==> src/spq_pkg.sv <==
// ----------------------------------------------------------------------------
// spq_pkg: shared types and constants of the sorted priority queue
// Entry layout, action and status codes, and the control bundle broadcast to the cells.
// ----------------------------------------------------------------------------
package spq_pkg;

   // Queue geometry
   localparam int DEPTH       = 16;
   localparam int COUNT_WIDTH = $clog2(DEPTH + 1);
   localparam int DATA_WIDTH  = 32;

   // Item actions
   typedef enum logic [1:0] {
      ACT_PUSH  = 2'd0,
      ACT_POP   = 2'd1,
      ACT_CLEAR = 2'd2
   } action_type;

   // Result status codes
   typedef enum logic [1:0] {
      ST_OK    = 2'd0,
      ST_EMPTY = 2'd1,
      ST_FULL  = 2'd2
   } status_type;

   // One stored entry
   typedef struct packed {
      logic signed [DATA_WIDTH-1:0] value;
      logic signed [DATA_WIDTH-1:0] rank;
   } entry_type;

   // Broadcast control to every cell
   typedef struct packed {
      logic      push_en;
      logic      pop_en;
      entry_type new_entry;
   } cell_ctrl_type;

endpackage

==> src/sorted_priority_queue.sv <==
// ----------------------------------------------------------------------------
// sorted_priority_queue: stable minimum priority queue, sorted on insert
// Smallest rank is served first; equal ranks leave in arrival order.
// ----------------------------------------------------------------------------
// Usage:
//   req channel: tuser[1:0] carries the action (push, pop, clear); tdata holds
//   the item value and rank. rsp channel: one item per accepted request with
//   status and head flag in tuser, popped value, head value and fill count
//   in tdata.
//   The response is registered at the edge that accepts the request.
//   Throughput is one item per cycle while responses flow; every cell of the
//   row compares its rank with the new one in parallel, shifting in one step.
//   While a response waits on a stalled receiver, req_tready stays high only
//   if that response is taken in the same cycle; otherwise input is held off.
//   Reset empties the queue (fill count zero) and drops any pending response.
//   Cell contents are not cleared; only slots below the fill count are read.
//   A push into a full queue is dropped with status full; a pop on an empty
//   queue returns status empty and a zero value.
// ----------------------------------------------------------------------------
module sorted_priority_queue (
   input  logic        clock,
   input  logic        reset,
   input  logic        req_tvalid,
   output logic        req_tready,
   input  logic [63:0] req_tdata,   // [31:0] item_value, [63:32] item_rank
   input  logic [1:0]  req_tuser,   // [1:0] action
   output logic        rsp_tvalid,
   input  logic        rsp_tready,
   output logic [71:0] rsp_tdata,   // [31:0] popped_value, [63:32] head_value,
                                    // [68:64] fill_count, [71:69] zero
   output logic [2:0]  rsp_tuser    // [1:0] status, [2] head_valid
);
   import spq_pkg::*;

   logic [COUNT_WIDTH-1:0] count_ff;
   logic [COUNT_WIDTH-1:0] count_in;
   logic                   rsp_valid_ff;
   logic                   rsp_valid_in;
   logic [71:0]            rsp_data_ff;
   logic [71:0]            rsp_data_in;
   logic [2:0]             rsp_user_ff;
   logic [2:0]             rsp_user_in;

   logic          accept;
   action_type    action;
   logic          is_full;
   logic          is_empty;
   status_type    status;
   cell_ctrl_type ctrl;

   entry_type             cell_entry [DEPTH];
   entry_type             cell_next  [DEPTH];
   logic      [DEPTH-1:0] cell_gt;

   logic signed [DATA_WIDTH-1:0] popped_value;
   logic signed [DATA_WIDTH-1:0] head_value;

   assign req_tready = !rsp_valid_ff || rsp_tready;
   assign accept     = req_tvalid && req_tready;
   assign action     = action_type'(req_tuser);
   assign is_full    = (count_ff == COUNT_WIDTH'(DEPTH));
   assign is_empty   = (count_ff == '0);

   // Decode the action into cell controls, next count and status
   always_comb begin
      ctrl.push_en         = 1'b0;
      ctrl.pop_en          = 1'b0;
      ctrl.new_entry.value = $signed(req_tdata[31:0]);
      ctrl.new_entry.rank  = $signed(req_tdata[63:32]);
      count_in             = count_ff;
      status               = ST_OK;
      popped_value         = '0;
      case (action)
         ACT_PUSH: begin
            if (is_full) begin
               status = ST_FULL;
            end else begin
               ctrl.push_en = accept;
               count_in     = count_ff + COUNT_WIDTH'(1);
            end
         end
         ACT_POP: begin
            if (is_empty) begin
               status = ST_EMPTY;
            end else begin
               ctrl.pop_en  = accept;
               count_in     = count_ff - COUNT_WIDTH'(1);
               popped_value = cell_entry[0].value;
            end
         end
         ACT_CLEAR: begin
            count_in = '0;
         end
         default: begin
            count_in = count_ff;
         end
      endcase
   end

   // Row of cells; each sees its neighbors' entries and its left neighbor's compare flag
   for (genvar i = 0; i < DEPTH; i++) begin : g_cell
      logic      left_gt;
      entry_type left_entry;
      entry_type right_entry;

      if (i == 0) begin : g_first
         assign left_gt    = 1'b0;
         assign left_entry = cell_entry[0];
      end else begin : g_inner
         assign left_gt    = cell_gt[i-1];
         assign left_entry = cell_entry[i-1];
      end

      if (i == DEPTH - 1) begin : g_last
         assign right_entry = cell_entry[i];
      end else begin : g_body
         assign right_entry = cell_entry[i+1];
      end

      spq_cell u_cell (
         .clock       (clock),
         .ctrl        (ctrl),
         .occupied    (count_ff > COUNT_WIDTH'(i)),
         .at_tail     (count_ff == COUNT_WIDTH'(i)),
         .left_gt     (left_gt),
         .left_entry  (left_entry),
         .right_entry (right_entry),
         .gt          (cell_gt[i]),
         .entry       (cell_entry[i]),
         .entry_next  (cell_next[i])
      );
   end

   // Build the response from the state after this item
   assign head_value = (count_in != '0) ? cell_next[0].value : '0;

   always_comb begin
      rsp_valid_in = rsp_valid_ff;
      rsp_data_in  = rsp_data_ff;
      rsp_user_in  = rsp_user_ff;
      if (accept) begin
         rsp_valid_in = 1'b1;
         rsp_data_in  = {3'b000, count_in, head_value, popped_value};
         rsp_user_in  = {(count_in != '0), status};
      end else if (rsp_tready) begin
         rsp_valid_in = 1'b0;
      end
   end

   // Hold count and response handshake state
   always_ff @(posedge clock) begin
      if (reset) begin
         count_ff     <= '0;
         rsp_valid_ff <= 1'b0;
      end else begin
         if (accept) begin
            count_ff <= count_in;
         end
         rsp_valid_ff <= rsp_valid_in;
      end
   end

   // Response payload needs no reset
   always_ff @(posedge clock) begin
      rsp_data_ff <= rsp_data_in;
      rsp_user_ff <= rsp_user_in;
   end

   assign rsp_tvalid = rsp_valid_ff;
   assign rsp_tdata  = rsp_data_ff;
   assign rsp_tuser  = rsp_user_ff;

   // Fill count never exceeds the row length
   a_count_bound: assert property (@(posedge clock) disable iff (reset)
      count_ff <= COUNT_WIDTH'(DEPTH))
      else $error("fill count beyond depth");

   // A push into a full queue leaves it full
   a_full_drop: assert property (@(posedge clock) disable iff (reset)
      (accept && action == ACT_PUSH && is_full) |=> (count_ff == COUNT_WIDTH'(DEPTH)))
      else $error("dropped push changed fill count");

   // A clear empties the queue
   a_clear: assert property (@(posedge clock) disable iff (reset)
      (accept && action == ACT_CLEAR) |=> (count_ff == '0))
      else $error("clear left entries");

   // Head flag in a response matches its fill count
   a_head_flag: assert property (@(posedge clock) disable iff (reset)
      rsp_valid_ff |-> (rsp_user_ff[2] == (rsp_data_ff[68:64] != 5'd0)))
      else $error("head flag disagrees with fill count");

   // An accepted item always yields a pending response next cycle
   a_rsp_after_accept: assert property (@(posedge clock) disable iff (reset)
      accept |=> rsp_valid_ff)
      else $error("accepted item without response");

endmodule

==> src/spq_cell.sv <==
// ----------------------------------------------------------------------------
// spq_cell: one slot of the sorted shift-register queue
// Holds one entry, compares its rank with an incoming one, and shifts right
// on insert or left on removal together with its neighbors.
// ----------------------------------------------------------------------------
module spq_cell (
   input  logic                   clock,
   input  spq_pkg::cell_ctrl_type ctrl,
   input  logic                   occupied,
   input  logic                   at_tail,
   input  logic                   left_gt,
   input  spq_pkg::entry_type     left_entry,
   input  spq_pkg::entry_type     right_entry,
   output logic                   gt,
   output spq_pkg::entry_type     entry,
   output spq_pkg::entry_type     entry_next
);
   import spq_pkg::*;

   entry_type entry_ff;
   entry_type entry_in;

   // Flag a held rank strictly above the new one; ties keep arrival order
   assign gt = occupied && (entry_ff.rank > ctrl.new_entry.rank);

   // Pick the next entry: shift in from the left, take the new item, shift in from the right, or hold
   always_comb begin
      entry_in = entry_ff;
      if (ctrl.push_en) begin
         if (left_gt) begin
            entry_in = left_entry;
         end else if (gt || at_tail) begin
            entry_in = ctrl.new_entry;
         end
      end else if (ctrl.pop_en) begin
         entry_in = right_entry;
      end
   end

   always_ff @(posedge clock) begin
      entry_ff <= entry_in;
   end

   assign entry      = entry_ff;
   assign entry_next = entry_in;

endmodule

==> config.mk <==
export PLATFORM = sky130hd
export DESIGN_NAME = sorted_priority_queue
export DESIGN_NICKNAME = d
export VERILOG_FILES = /design/src/spq_pkg.sv /design/src/sorted_priority_queue.sv /design/src/spq_cell.sv
export SDC_FILE = /design/constraint.sdc
export NUM_CORES = 2
export LEC_CHECK = 0
export ABC_CLOCK_PERIOD_IN_PS = 17350
export BUFFER_PORTS_ARGS = -buffer_cell sky130_fd_sc_hd__buf_4
export CAP_MARGIN = 20
export CELL_PAD_IN_SITES_DETAIL_PLACEMENT = 1
export CELL_PAD_IN_SITES_GLOBAL_PLACEMENT = 2
export CORE_ASPECT_RATIO = 1.4
export CORE_MARGIN = 4
export CORE_UTILIZATION = 46
export DETAILED_ROUTE_END_ITERATION = 10
export GPL_TIMING_DRIVEN = 0
export PLACE_DENSITY_LB_ADDON = 0.12
export SKIP_LAST_GASP = 1
export SYNTH_ARGS = -nofsm -noshare
export SYNTH_HDL_FRONTEND = slang
export SYNTH_SLANG_ARGS = --single-unit
==> constraint.sdc <==
create_clock -name clock -period 17.35 [get_ports clock]
set_input_delay 1.735 -clock clock [delete_from_list [all_inputs] [get_ports clock]]
set_output_delay 1.735 -clock clock [all_outputs]
set_load 0.01 [all_outputs]
==> impl_metrics.env <==
export IMPL_wl_um=302000
export IMPL_synth_seq_cells=1102
export IMPL_yosysUniqueCellTypes=75
export IMPL_cts_tree="yes"
export IMPL_cts_buffers=115
export IMPL_gp_congestion=0.945
export IMPL_drv_slew=0
export IMPL_drive_gt1_share_pct=8.81
export IMPL_max_freq_mhz=133
export IMPL_reg2reg_slack_ps=11140
export IMPL_io_pins=147
export IMPL_critPathLaunch="req_tdata[46]"
export IMPL_rsz0062_at_grt="no"
export IMPL_synth_yosys_seq_area_share_pct=50.8
export IMPL_maxSlewHeadroom_pct=20.1
export IMPL_cts_hold_buf=0
export IMPL_initial_core_util_pct=46.3
export IMPL_dpl_cell_area_um2=69300
export IMPL_power_density_nw_per_um2=98.4
export IMPL_area_growth_syn_to_layout_pct=13.4
export IMPL_vias=58100
export IMPL_cts_htree_levels=3
export IMPL_r2r_start="g_cell[1].u_cell.entry[15]$_DFFE_PP_"
export IMPL_fin_skew_ps=32.6
export IMPL_seqPwrFrac_pct=45.6
export IMPL_synth_edff_count=1064
export IMPL_cp_data_arrival_time_ps=7970
export IMPL_grt_max_degree=81
export IMPL_worstPathRequired_ps=17820
export IMPL_fin_nets=7080
export IMPL_crit_chain="buf_4 > inv_1 > ha_1 > nand4_1 > or4_1 > o221ai_1 > a21oi_1 > mux2i_1 > clkbuf_1 > a2111oi_0 > nor2_4 > buf_12 > buf_16"
export IMPL_die_x_um=324
export IMPL_fin_util_pct=52.5
export IMPL_postRouteAntennaNets=0
export IMPL_p_comb_share_pct=19.8
export IMPL_worstSetupEndpointType="register"
export IMPL_grt_pass1_vias=60400
export IMPL_switchingPower_w=0.00230
export IMPL_track_usage_pct=40.6
export IMPL_async_reset_ff_share_pct=0
export IMPL_drc_errors=0
export IMPL_clkPwrFrac_pct=34.6
export IMPL_hold_violations=0
export IMPL_row_count=162
export IMPL_die_y_um=451
export IMPL_drtPass1Iterations=6
export IMPL_finalCritPeriodShare_pct=43.2
export IMPL_numClockSinks=1102
export IMPL_max_stage_delay_ps=910
export IMPL_syn_inst=6158
export IMPL_synth_top_cell_area_share_pct=49.6
export IMPL_grt_pass1_wl_um=428000
export IMPL_port_buffers=142
export IMPL_ys_top_cells_by_area="edfxtp_1 (50%), ha_1 (10%), o211ai_1 (8.3%)"
export IMPL_detail_route_iter0_violations=6285
export IMPL_status="finished, final reports clean"
export IMPL_p_total_w=0.00718
export IMPL_worstSetupPathType="input pin to register"
export IMPL_power_internal_w=0.00488
export IMPL_drv_cap=0
export IMPL_cp_slowest_cell="o221ai_1"
export IMPL_syn_area_um2=64400
export IMPL_worstRegToRegCells=11
export IMPL_path_max_fanout=19
export IMPL_grt_ovfl_total=0
export IMPL_ys_warn_count=0
export IMPL_postLayoutCellArea_um2=73000
export IMPL_vias_per_cell=6.92
export IMPL_cp_endpoint="g_cell[1].u_cell.entry[16]$_DFFE_PP_"
export IMPL_clock_latency_ps=790
export IMPL_swShare_pct=32.0
export IMPL_fin_tns_setup_ps=0
export IMPL_period_needed_ps=7500
export IMPL_avgSynthCellArea_um2=10.5
export IMPL_setup_viol=0
export IMPL_wl_per_cell_um=36.0
export IMPL_root_buffer="clkbuf_16"
export IMPL_clock_path_buffers=3
export IMPL_hp_class="register to register"
export IMPL_worstMarginPinSlew_ps=1200
export IMPL_synth_largest_area_cell="edfxtp_1"
export IMPL_dpl_hpwl_um=228000
export IMPL_fp_dieArea_um2=146000
export IMPL_clk_transition_reported_paths_ps=60
export IMPL_start_kind="input pin"
export IMPL_grt_antenna_before_repair=23
export IMPL_post_cts_resized=0
export IMPL_ir_drop_uv=87.6
export IMPL_p_leak_nw=27.5
export IMPL_post_cts_buffers=0
export IMPL_synth_main_ff_cell="edfxtp_1"
export IMPL_holdWs_ps=542
export IMPL_coreArea_um2=139000
export IMPL_timing_rr_end="g_cell[1].u_cell.entry[16]$_DFFE_PP_"
## cells in the mapped netlist, drive strengths merged, types with 65 or more instances
| cell type | n |
|---|---|
| o211ai | 710 |
| nand2 | 1050 |
| mux2i | 200 |
| nand4 | 94 |
| clkbuf | 367 |
| edfxtp | 1064 |
| mux2 | 65 |
| o21ai | 268 |
| inv | 84 |
| a21oi | 194 |
| buf | 134 |
| ha | 517 |
| nand3 | 850 |
| nor2 | 74 |
## sequential cells by signal, indices dropped and copies added (netlist names)
| signal | count |
|---|---|
| rsp_tvalid | 1 |
| rsp_tdata | 69 |
| g_cell.u_cell.entry | 1024 |
| count_ff | 5 |
| rsp_tuser | 3 |
## worst max-delay path: cells and delay by family
| family | cells | cell delay (ps) |
|---|---|---|
| buffers and inverters | 5 | 2140 |
| AND/OR/NAND/NOR | 3 | 1770 |
| AO/OA/AOI/OAI | 3 | 1370 |
| multiplexers | 1 | 570 |
| adder cells (fa/ha/maj) | 1 | 320 |
## per-stage QoR
stage	instances	setup WS, ps
after floorplan	6160	8370
after global placement	8106	1000
after detailed placement	8175	8940
after CTS	8385	9770
after global routing	8391	9830
final	8398	9850
## cells in the final DEF, fill, tap and decap left out, drive strengths merged, types with 5 or more instances in the layout
cell / instances
a2111oi: 14
a211o: 7
a211oi: 20
a21boi: 9
a21o: 58
a21oi: 194
a221oi: 11
a22o: 33
a22oi: 35
a31oi: 47
and2: 41
and3: 6
and4: 9
buf: 349
bufinv: 5
clkbuf: 524
clkinv: 47
dfxtp: 38
diode: 8
edfxtp: 1064
ha: 517
inv: 85
mux2: 65
mux2i: 200
nand2: 1050
nand2b: 10
nand3: 850
nand4: 94
nor2: 74
nor2b: 22
nor3: 15
nor4: 21
o211ai: 710
o21a: 10
o21ai: 268
o221ai: 16
or4: 7
## final cells by class
class | count | area, µm²
diodes | 8 | 20.0
multi-input cells | 4472 | 29400
plain buffers | 501 | 2090
flip-flops and latches | 1102 | 32700
well taps | 1804 | 2260
inverters | 85 | 324
clock inverters | 53 | 414
fillers | 15200 | 66100
repair buffers | 216 | 2560
clock buffers | 157 | 3130
## cell families (layout without fill, tap and decap cells)
group,count (synthesis),in the layout,share of synthesized area [%]
AO/OA/AOI/OAI,1474,1474,15.6
adder cells (fa/ha/maj),517,517,10.1
multiplexers,265,265,4.26
flip-flops,1102,1102,50.8
other,1,11,0.00583
AND/OR/NAND/NOR,2213,2213,15.6
buffers and inverters,586,1012,3.72
## how the worst min path moves through the flow
stage                                                 end  cells past startpoint                                   from  slack (ps)
floorplan              g_cell[0].u_cell.entry[32]$_DFF_P_                      2   g_cell[1].u_cell.entry[32]$_DFFE_PP_         500
global placement    g_cell[14].u_cell.entry[46]$_DFFE_PP_                      2  g_cell[15].u_cell.entry[46]$_DFFE_PP_         520
detailed placement     g_cell[0].u_cell.entry[37]$_DFF_P_                      2   g_cell[1].u_cell.entry[37]$_DFFE_PP_         530
CTS                               rsp_tvalid$_SDFFE_PP0P_                      2                rsp_tvalid$_SDFFE_PP0P_         550
global route        g_cell[14].u_cell.entry[50]$_DFFE_PP_                      2  g_cell[15].u_cell.entry[50]$_DFFE_PP_         570
finish                            rsp_tvalid$_SDFFE_PP0P_                      2                rsp_tvalid$_SDFFE_PP0P_         540
## power groups by stage
stage               combinational, W  sequential [W]  clock, W
global route                 0.00149         0.00329   0.00259
finish                       0.00142         0.00327   0.00249
global placement             0.00127         0.00335         0
floorplan                   0.000716         0.00329         0
CTS                          0.00138         0.00327   0.00249
detailed placement           0.00137         0.00332         0
## layer usage
layer	global-route usage (%)	part of all wire, %	up-vias
li1	-	-	24300
met1	47.0	36	29600
met2	66.2	47	3126
met3	6.65	7.7	1075
met4	33.2	10	14
met5	0	0.035	-
Power figures use the tool's default switching activity.
